==> config.mk <==
export PLATFORM = sky130hd
export DESIGN_NAME = parent_table_cycle_check_unit
export DESIGN_NICKNAME = d
export VERILOG_FILES = /design/src/design/ptcc_pkg.sv /design/src/design/parent_table_cycle_check_unit.sv /design/src/design/ptcc_table.sv
export VERILOG_INCLUDE_DIRS = /design/src /design/src/design
export SDC_FILE = /design/constraint.sdc
export NUM_CORES = 2
export LEC_CHECK = 0
export ABC_AREA = 1
export BUFFER_PORTS_ARGS = -buffer_cell sky130_fd_sc_hd__buf_2
export CORE_ASPECT_RATIO = 2
export CORE_UTILIZATION = 45
export DETAILED_ROUTE_END_ITERATION = 8
export SLEW_MARGIN = 20
export SYNTH_ARGS = -nofsm -noshare
export SYNTH_HDL_FRONTEND = slang
export SYNTH_HIERARCHICAL = 1
export SYNTH_SLANG_ARGS = --single-unit
==> constraint.sdc <==
create_clock -name clk -period 9.9 [get_ports clk]
set_input_delay 0.495 -clock clk [delete_from_list [all_inputs] [get_ports clk]]
set_output_delay 0.495 -clock clk [all_outputs]
set_load 0.03 [all_outputs]
==> src/design/assert_macros.svh <==
// ----------------------------------------------------------------------------
// assertion macros
// shared concurrent assertion wrappers, compiled out for synthesis
// ----------------------------------------------------------------------------
`ifndef ASSERT_MACROS_SVH
`define ASSERT_MACROS_SVH

`ifndef SYNTHESIS
// property must hold at every clock edge outside reset
`define ASSERT_PROP(lbl, clk, rst_n, prop) \
  lbl: assert property (@(posedge clk) disable iff (!rst_n) (prop)) \
    else $error("assertion failed");
// expression must never be true outside reset
`define ASSERT_NEVER(lbl, clk, rst_n, expr) \
  lbl: assert property (@(posedge clk) disable iff (!rst_n) !(expr)) \
    else $error("forbidden condition seen");
`else
`define ASSERT_PROP(lbl, clk, rst_n, prop)
`define ASSERT_NEVER(lbl, clk, rst_n, expr)
`endif

`endif

==> src/design/ptcc_pkg.sv <==
`timescale 1ns / 1ps
// ----------------------------------------------------------------------------
// ptcc_pkg
// shared types and constants of the parent table cycle check unit
// ----------------------------------------------------------------------------
package ptcc_pkg;

  // table geometry
  localparam int unsigned ENT_W       = 8;
  localparam int unsigned TABLE_DEPTH = 256;

  // request kinds
  typedef enum logic [1:0] {
    OP_SET  = 2'd0,
    OP_GET  = 2'd1,
    OP_FIND = 2'd2
  } op_t;

  // control sequencer states
  typedef enum logic [2:0] {
    ST_IDLE,
    ST_WALK,
    ST_GET,
    ST_SCAN,
    ST_DONE
  } state_t;

  // one parent link as stored in the table
  typedef struct packed {
    logic             valid;
    logic [ENT_W-1:0] parent;
  } link_t;

  // access bundle from the sequencer to the table
  typedef struct packed {
    logic             rd_en;
    logic [ENT_W-1:0] rd_addr;
    logic             wr_en;
    logic [ENT_W-1:0] wr_addr;
    link_t            wr_link;
  } tbl_req_t;

endpackage

==> src/design/parent_table_cycle_check_unit.sv <==
`timescale 1ns / 1ps
// ----------------------------------------------------------------------------
// parent_table_cycle_check_unit
// parent link table with set, get and find-next-child requests
// ----------------------------------------------------------------------------
// Handles one request at a time; the table is a memory with a registered read
// that is accessed at most once per cycle. A get reads the child's entry, or
// skips the read when it names no valid child. A set walks up from the new
// parent with one table read per ancestor (at most MAX_ENTITIES reads), or
// does not walk when rejected up front or when it clears a link. A find reads
// one entry per step of its scan (at most 256 entries). An unused op code
// returns a result with ok low. A new request is taken once the previous
// result sits in the output register, even while that result waits to be
// taken. Links are cleared at reset by per-entry valid flops, so no clearing
// pass is needed.
module parent_table_cycle_check_unit #(
  parameter int unsigned MAX_ENTITIES = 256
) (
  input  logic        clk,
  input  logic        rst_n,
  // request channel
  input  logic        in_tvalid,
  output logic        in_tready,
  input  logic [23:0] in_tdata,  // child[7:0], child_valid[8], parent[16:9],
                                 // parent_valid[17], zero pad[23:18]
  input  logic [1:0]  in_tuser,  // op[1:0]
  // result channel
  output logic        out_tvalid,
  input  logic        out_tready,
  output logic [15:0] out_tdata  // ok[0], found_entity[8:1], found_valid[9],
                                 // zero pad[15:10]
);

  localparam int unsigned ENT_W   = ptcc_pkg::ENT_W;
  localparam int unsigned LIM     = (MAX_ENTITIES > ptcc_pkg::TABLE_DEPTH) ?
                                    ptcc_pkg::TABLE_DEPTH : MAX_ENTITIES;
  localparam logic [ENT_W:0] LIM_W = (ENT_W+1)'(LIM);
  localparam int unsigned STEP_W  = (MAX_ENTITIES > 1) ? $clog2(MAX_ENTITIES) : 1;
  localparam logic [STEP_W-1:0] STEP_LAST = STEP_W'(MAX_ENTITIES - 1);

  // request fields
  logic [ENT_W-1:0] in_child;
  logic             in_child_valid;
  logic [ENT_W-1:0] in_parent;
  logic             in_parent_valid;
  ptcc_pkg::op_t    in_op;

  assign in_child        = in_tdata[7:0];
  assign in_child_valid  = in_tdata[8];
  assign in_parent       = in_tdata[16:9];
  assign in_parent_valid = in_tdata[17];
  assign in_op           = ptcc_pkg::op_t'(in_tuser);

  ptcc_pkg::state_t   state_r, state_nxt;
  logic [ENT_W-1:0]   kid_r, kid_nxt;
  logic [ENT_W-1:0]   par_r, par_nxt;
  ptcc_pkg::link_t    want_r, want_nxt;
  logic [ENT_W:0]     idx_r, idx_nxt;
  logic [STEP_W-1:0]  steps_r, steps_nxt;
  logic               res_ok_r, res_ok_nxt;
  logic [ENT_W-1:0]   res_ent_r, res_ent_nxt;
  logic               res_fv_r, res_fv_nxt;
  logic               out_valid_r, out_valid_nxt;
  logic               out_ok_r, out_ok_nxt;
  logic [ENT_W-1:0]   out_ent_r, out_ent_nxt;
  logic               out_fv_r, out_fv_nxt;

  ptcc_pkg::tbl_req_t tbl_req;
  ptcc_pkg::link_t    rd_link;
  logic [ENT_W:0]     find_start;
  logic [ENT_W:0]     idx_inc;

  ptcc_table u_table (
    .clk     (clk),
    .rst_n   (rst_n),
    .req     (tbl_req),
    .rd_link (rd_link)
  );

  assign find_start = in_child_valid ? ({1'b0, in_child} + (ENT_W+1)'(1)) : '0;
  assign idx_inc    = idx_r + (ENT_W+1)'(1);

  // control registers
  always_ff @(posedge clk) begin
    if (!rst_n) begin
      state_r     <= ptcc_pkg::ST_IDLE;
      out_valid_r <= 1'b0;
    end else begin
      state_r     <= state_nxt;
      out_valid_r <= out_valid_nxt;
    end
  end

  // working and result registers
  always_ff @(posedge clk) begin
    kid_r     <= kid_nxt;
    par_r     <= par_nxt;
    want_r    <= want_nxt;
    idx_r     <= idx_nxt;
    steps_r   <= steps_nxt;
    res_ok_r  <= res_ok_nxt;
    res_ent_r <= res_ent_nxt;
    res_fv_r  <= res_fv_nxt;
    out_ok_r  <= out_ok_nxt;
    out_ent_r <= out_ent_nxt;
    out_fv_r  <= out_fv_nxt;
  end

  // sequencer: decode, walk, scan and result hand-off
  always_comb begin
    state_nxt     = state_r;
    kid_nxt       = kid_r;
    par_nxt       = par_r;
    want_nxt      = want_r;
    idx_nxt       = idx_r;
    steps_nxt     = steps_r;
    res_ok_nxt    = res_ok_r;
    res_ent_nxt   = res_ent_r;
    res_fv_nxt    = res_fv_r;
    out_valid_nxt = out_valid_r && !out_tready;
    out_ok_nxt    = out_ok_r;
    out_ent_nxt   = out_ent_r;
    out_fv_nxt    = out_fv_r;
    tbl_req       = '0;
    in_tready     = 1'b0;

    unique case (state_r)
      ptcc_pkg::ST_IDLE: begin
        in_tready = 1'b1;
        if (in_tvalid) begin
          kid_nxt     = in_child;
          par_nxt     = in_parent;
          steps_nxt   = '0;
          res_ok_nxt  = 1'b0;
          res_ent_nxt = '0;
          res_fv_nxt  = 1'b0;
          state_nxt   = ptcc_pkg::ST_DONE;
          unique case (in_op)
            ptcc_pkg::OP_SET: begin
              priority if (!in_child_valid || ({1'b0, in_child} >= LIM_W)) begin
                res_ok_nxt = 1'b0;
              end else if (!in_parent_valid) begin
                // clear the link
                tbl_req.wr_en   = 1'b1;
                tbl_req.wr_addr = in_child;
                tbl_req.wr_link = '0;
                res_ok_nxt      = 1'b1;
              end else if (({1'b0, in_parent} >= LIM_W) || (in_parent == in_child)) begin
                res_ok_nxt = 1'b0;
              end else begin
                tbl_req.rd_en   = 1'b1;
                tbl_req.rd_addr = in_parent;
                state_nxt       = ptcc_pkg::ST_WALK;
              end
            end
            ptcc_pkg::OP_GET: begin
              if (in_child_valid && ({1'b0, in_child} < LIM_W)) begin
                tbl_req.rd_en   = 1'b1;
                tbl_req.rd_addr = in_child;
                state_nxt       = ptcc_pkg::ST_GET;
              end
            end
            ptcc_pkg::OP_FIND: begin
              want_nxt.valid  = in_parent_valid;
              want_nxt.parent = in_parent_valid ? in_parent : '0;
              idx_nxt         = find_start;
              if (find_start < LIM_W) begin
                tbl_req.rd_en   = 1'b1;
                tbl_req.rd_addr = find_start[ENT_W-1:0];
                state_nxt       = ptcc_pkg::ST_SCAN;
              end
            end
            default: begin
              res_ok_nxt = 1'b0;
            end
          endcase
        end
      end

      ptcc_pkg::ST_WALK: begin
        // one ancestor per cycle
        priority if (!rd_link.valid) begin
          tbl_req.wr_en          = 1'b1;
          tbl_req.wr_addr        = kid_r;
          tbl_req.wr_link.valid  = 1'b1;
          tbl_req.wr_link.parent = par_r;
          res_ok_nxt             = 1'b1;
          state_nxt              = ptcc_pkg::ST_DONE;
        end else if (rd_link.parent == kid_r) begin
          res_ok_nxt = 1'b0;
          state_nxt  = ptcc_pkg::ST_DONE;
        end else if (steps_r == STEP_LAST) begin
          res_ok_nxt = 1'b0;
          state_nxt  = ptcc_pkg::ST_DONE;
        end else begin
          tbl_req.rd_en   = 1'b1;
          tbl_req.rd_addr = rd_link.parent;
          steps_nxt       = steps_r + STEP_W'(1);
        end
      end

      ptcc_pkg::ST_GET: begin
        res_ok_nxt  = rd_link.valid;
        res_fv_nxt  = rd_link.valid;
        res_ent_nxt = rd_link.parent;
        state_nxt   = ptcc_pkg::ST_DONE;
      end

      ptcc_pkg::ST_SCAN: begin
        // one entry per cycle
        priority if (rd_link == want_r) begin
          res_ok_nxt  = 1'b1;
          res_fv_nxt  = 1'b1;
          res_ent_nxt = idx_r[ENT_W-1:0];
          state_nxt   = ptcc_pkg::ST_DONE;
        end else if (idx_inc >= LIM_W) begin
          state_nxt = ptcc_pkg::ST_DONE;
        end else begin
          tbl_req.rd_en   = 1'b1;
          tbl_req.rd_addr = idx_inc[ENT_W-1:0];
          idx_nxt         = idx_inc;
        end
      end

      ptcc_pkg::ST_DONE: begin
        // move the result into the output register once it is free
        if (!out_valid_r || out_tready) begin
          out_valid_nxt = 1'b1;
          out_ok_nxt    = res_ok_r;
          out_ent_nxt   = res_ent_r;
          out_fv_nxt    = res_fv_r;
          state_nxt     = ptcc_pkg::ST_IDLE;
        end
      end
    endcase
  end

  assign out_tvalid = out_valid_r;
  assign out_tdata  = {6'b0, out_fv_r, out_ent_r, out_ok_r};

  // checks
`include "assert_macros.svh"

  `ASSERT_NEVER(a_no_rd_wr_same_cycle, clk, rst_n, tbl_req.rd_en && tbl_req.wr_en)
  `ASSERT_NEVER(a_no_self_link, clk, rst_n,
                tbl_req.wr_en && tbl_req.wr_link.valid &&
                (tbl_req.wr_link.parent == tbl_req.wr_addr))
  `ASSERT_PROP(a_busy_after_request, clk, rst_n, (in_tvalid && in_tready) |=> !in_tready)
  `ASSERT_PROP(a_found_implies_ok, clk, rst_n, (out_valid_r && out_fv_r) |-> out_ok_r)

endmodule

==> src/design/ptcc_table.sv <==
`timescale 1ns / 1ps
// ----------------------------------------------------------------------------
// ptcc_table
// parent link memory with one read and one write port, per-entry valid flops
// ----------------------------------------------------------------------------
module ptcc_table (
  input  logic             clk,
  input  logic             rst_n,
  input  ptcc_pkg::tbl_req_t req,
  output ptcc_pkg::link_t  rd_link
);

  logic [ptcc_pkg::ENT_W-1:0] mem [ptcc_pkg::TABLE_DEPTH];
  logic [ptcc_pkg::TABLE_DEPTH-1:0] valid_r;
  logic [ptcc_pkg::ENT_W-1:0] rd_par_r;
  logic                       rd_valid_r;

  // valid bits, cleared at reset so every entry reads as no parent
  always_ff @(posedge clk) begin
    if (!rst_n) begin
      valid_r <= '0;
    end else if (req.wr_en) begin
      valid_r[req.wr_addr] <= req.wr_link.valid;
    end
  end

  // parent field storage
  always_ff @(posedge clk) begin
    if (req.wr_en && req.wr_link.valid) begin
      mem[req.wr_addr] <= req.wr_link.parent;
    end
  end

  // registered read
  always_ff @(posedge clk) begin
    if (req.rd_en) begin
      rd_par_r <= mem[req.rd_addr];
    end
  end

  always_ff @(posedge clk) begin
    if (!rst_n) begin
      rd_valid_r <= 1'b0;
    end else if (req.rd_en) begin
      rd_valid_r <= valid_r[req.rd_addr];
    end
  end

  // an entry without a link reads as all zeros
  assign rd_link.valid  = rd_valid_r;
  assign rd_link.parent = rd_valid_r ? rd_par_r : '0;

endmodule
# == Word-level counts from Yosys, hierarchy flattened ==
# Memories as Yosys holds them, arrays and structs flattened. A register that Yosys moved wholly into a read port is not among the register bits.
# Index checks and enable logic that the tools add are counted.
# classes
mul,0
mux,66
n_addsub,3
n_div,0
magnitude_cmp,5
bitwise_logic,0
shifts,0
reduce_logical,20
eq_ne,21
# ops
op,count
$bwmux W256,1
$mux W9,14
$mux W18,3
$mux W27,2
$pmux W9 S3,2
$mux W8,6
$mux W3,12
$pmux W18 S2,1
$pmux W8 S3,1
$lt A8 B9 Y1 const B,2
$pmux W9 S2,1
$eq A8 B8 Y1,2
$mux W1,16
$pmux W8 S2,1
$pmux W3 S5,1
$ne A2 B2 Y1 const B,7
$reduce_and A5 Y1,2
$add A8 B1 Y9 const B,1
$add A9 B1 Y9 const B,1
$eq A9 B9 Y1,1
$ge A9 B9 Y1 const B,1
$lt A9 B9 Y1 const B,1
$pmux W3 S3,1
$add A8 B1 Y8 const B,1
other kinds (25),34
# word_totals
mem_bits_rw,2048
rom_bits,0
mem_count,1
latchBits,0
reg_bits,323
inputBits,30
# memory_table
memory,depth,width,rd,rd_ports_with_merged_regs,wr,line_no,text
u_table.mem,256,8,1,1,1,ptcc_table.sv:13,logic [ptcc_pkg::ENT_W-1:0] mem [ptcc_pkg::TABLE_DEPTH];

# == Longest topological paths before layout ==
# depth
ltp_word,12
depth_mapped,29
mapped_depth_nobuf,25

# == Hierarchy ==
# Netlist, hierarchy kept.
# by_module_without_submodules
module,cells_each,area_per_inst_um2,n_inst
ptcc_table,8259,94195.3,1
parent_table_cycle_check_unit,466,4006.3,1

# == Worst setup path after synthesis ==
# OpenSTA, ideal clock, no wires.
# synth_timing
kind,register to register
start,reg state_r[0]
end,mem u_table/mem[0][0] (netlist bit) (data pin)
arrival_time_ps,6750
stages_incl_launch_ff,6
path_slack_ps,1757
path_cell_list,dfxtp_1 -> inv_2 -> nor2_4 -> nand2_4 -> clkbuf_1 -> nor2_1
# synth_lines
item,line_no,text
"start, declared",parent_table_cycle_check_unit.sv:54,"ptcc_pkg::state_t state_r, state_nxt;"
"start signal, assigned",parent_table_cycle_check_unit.sv:86,state_r <= ptcc_pkg::ST_IDLE;
"start signal, assigned",parent_table_cycle_check_unit.sv:89,state_r <= state_nxt;
"end, declared",ptcc_table.sv:13,

==> results by group <==
Drt
  • Antenna Nets Post-Route: 0
  • Drt total wl: 298000 um
  • Residual DRC: 0
  • Drt wl/cell: 25.6 um
  • Drt pass-1 iters: 7
  • Initial DRC Count: 6639
  • Via count: 68459
  • Via-per-instance ratio: 5.90

Floorplan
  • Core box area: 217000 sq um
  • Die W: 332 um
  • Rows: 242
  • I/O pin cnt: 48
  • Die span in y: 663 um
  • Die ar.: 220000 sq um
  • Effective utilization at floorplan: 0.452

Cells and area
  • Non-filler cells in the finished layout: 11607
  • Leading cell type in the layout, fill and taps excluded: edfxtp_1
  • Most frequent cells in the layout: 2118 x edfxtp_1, 1277 x o21ai_0, 1101 x nor2_1
  • Filler cells: 18922
  • P&R area growth vs syn: 10.4%
  • Design area: 108000 sq um
  • Layout cells sized above 1: 0.0867
  • Layout Nets: 8677

STA
  • Slew @ Worst Pin: 1.22 ns
  • Setup WS post-layout: 3.78 ns
  • Slew Viols, Final: 0
  • Final setup fails: 0
  • Setup TNS: 0 ns
  • Slew Limit Headroom: 0.187
  • Fin crit share: 0.619
  • Clock Skews: 0.0613 ns
  • Final Critical Period: 6.12 ns
  • Hold Fails Final Rpt: 0
  • Unrepaired setup endpoints after global routing: false
  • FMAX: 163 MHz

Power
  • Leak: 0.0371 uW
  • Peak VDD IR: 137 uV
  • Pwr dens: 193 nW/um^2

Synthesis
  • Syn Inst Count: 8725
  • Avg Cell Area, Syn: 11.3 sq um
  • Post-synthesis compound-gate area fraction: 0.114
  • Synth area leaders: edfxtp_1 65%, o21ai_0 6.5%, dfxtp_1 5.3%
  • EDFF count, synth: 2118
  • Synthesis Warnings: 6
  • Mapped cell area: 98200 sq um
  • Synth Register Bits: 2379
  • Synth async-reset ratio: 0
  • Synth area leader: edfxtp_1
  • Synth Area in XOR/XNOR: 0.00241
  • Adder-cell share of the synthesized area: 0.000382
  • Synth Area in Simple Gates: 0.137
  • Unique masters post-synth: 43
  • Share of the synthesized area in the top cell type: 0.648
  • Sequential area share after synthesis: 0.701
  • Ys flop type: edfxtp_1
  • Largest family of logic cells by synthesized area: simple AND/OR/NAND/NOR gates
  • Multiplexer share of the synthesized area: 0

Setup path
  • Worst R2R End: u_table/rd_par_r[0]
  • Setup crit end: u_table/rd_par_r[0]
  • Worst endpoint required time: 10.59 ns
  • Classification of the worst setup path: reg2reg
  • Worst EP arrival: 6.82 ns
  • Setup crit end kind: flip-flop
  • Crit-path max FO: 79
  • Worst setup path start: u_table/rd_valid_r
  • Flop2flop setup slack: 3.78 ns
  • R2R depth: 24
  • CP startpoint kind: flip-flop
  • Worst R2R Start: u_table/rd_valid_r

Place
  • Half-perimeter wire length after placement: 173000 um
  • GPL Wtd Cong: 0.935
  • PortBufs: 35
  • Placed Cells incl. Taps: 11227
  • Placement Setup Slack: 3.92 ns
  • Cell Area, Placed: 102000 sq um

CTS
  • Clk sink count: 2379
  • H-tree levels: 4
  • CTS tree: built
  • CTS clock-pin slew for the worst setup and hold paths: 0.07 ns
  • Root Driver: clkbuf_16
  • Num CTS Buffers: 202
  • Count of hold buffers inserted by post-cts repair: 18
  • Worst-Skew Late Latency: 0.86 ns
  • CTS Buffer Depth: 4
  • Post-CTS sizing: 0
  • Post-CTS Setup Repair Bufs: 0

GRT
  • Grt ovf: 0
  • Vias in the first global route: 66614
  • GRT Total Usage: 0.265
  • Global-route wire length before repair: 436000 um
  • Initial antenna violation count: 5
  • Largest net degree at the start of global routing: 203

Run status
  • Status: complete, no violations

Min path
  • Worst Hold Launch: in_tdata[4]
  • Hold WC Path Type: in2reg
  • Hold depth: 1

Job
  • Max Cap Violations: 0
[synthesized netlist by cell type, types with 7 or more instances]
cell / n
nor2_1: 1109
clkbuf_1: 379
xnor2_1: 25
o22ai_1: 516
dfxtp_1: 261
nor3_2: 15
a21oi_1: 274
buf_4: 45
clkinv_1: 9
edfxtp_1: 2118
buf_1: 71
inv_1: 369
o21ai_1: 20
nand3_1: 794
nor3_1: 250
nand2_1: 955
buf_2: 139
o21ai_0: 1277
inv_2: 23
buf_6: 19
nand4_1: 7
nor2_2: 8
[metrics by stage]
| stage | hold WS (ns) | total power, uW | util |
|---|---|---|---|
| after floorplan | 0.400 | 12500 | - |
| after global placement | 0.401 | 13200 | 0.469 |
| after detailed placement | 0.405 | 13200 | 0.469 |
| after CTS | 0.00337 | 21000 | 0.499 |
| after global routing | 0.0359 | 21400 | 0.500 |
| final | 0.0543 | 20900 | 0.500 |
[worst max-delay path: stages, from the launching register on]
cell and delay [ns]:
dfxtp_1 0.74, nand2_1 0.12, inv_1 0.17, inv_1 0.10
nand2_1 0.07, nand2_1 0.05, nand3_1 0.07, nor2_1 0.06
nand2_1 0.24, nand2_2 0.21, o22ai_1 0.22, inv_1 0.10
nand2_4 0.39, buf_4 0.76, buf_4 0.73, o21ai_0 0.21
o22ai_1 0.23, nand2_1 0.07, nand3_1 0.13, nand3_1 0.15
nand3_1 0.51, nand3_1 0.14, nand2_1 0.22, nand2_1 0.09
nand2_1 0.08
[sequential cells by signal (all words and copies together), names as in the netlist, 3 cells and up]
signal            cells
idx_r                 9
kid_r                 8
want_r                9
par_r                 8
u_table/rd_par_r      8
out_ent_r             8
u_table/valid_r     256
res_ent_r             8
state_r               3
u_table/mem        2048
steps_r               8
[report_power, final]
| group | internal, uW | switching, uW |
|---|---|---|
| clock | 4300 | 3570 |
| sequential | 11100 | 24.5 |
| combinational | 366 | 1480 |
[per-layer routing]
| layer | track usage | part of all wire | wire (um) |
|---|---|---|---|
| met1 | 0.300 | 0.35 | 106000 |
| met2 | 0.465 | 0.50 | 150000 |
| met3 | 0.0285 | 0.060 | 17900 |
| met4 | 0.190 | 0.081 | 24000 |
| met5 | 0 | 0 | 0 |
[cells by family after synthesis]
logic type	count (synthesis)
other	1
XOR/XNOR	27
AO/OA/AOI/OAI	2095
AND/OR/NAND/NOR	3162
buffers and inverters	1058
adder cells (fa/ha/maj)	3
flip-flops	2379
[worst min-delay path by stage]
stage,end,slack (ns)
6_report,kid_r[4],0.05
5_1_grt,kid_r[4],0.04
4_1_cts,kid_r[4],0.003
3_5_place_dp,out_ok_r,0.40
3_3_place_gp,out_ok_r,0.40
2_1_floorplan,out_ent_r[0],0.40
[final cells by class]
cell class / count / area (sq um) / area share
Antenna cell: 4 / 10.0 / 0.0000923
Clock buffer: 263 / 5420 / 0.0500
Clock inverter: 94 / 920 / 0.00848
Inverter: 403 / 1570 / 0.0145
Multi-Input combinational cell: 5293 / 25200 / 0.233
Sequential cell: 2379 / 68800 / 0.635
Tap cell: 2806 / 3510 / 0.0324
Timing Repair Buffer: 365 / 2960 / 0.0273
Power figures use the tool's default switching activity.
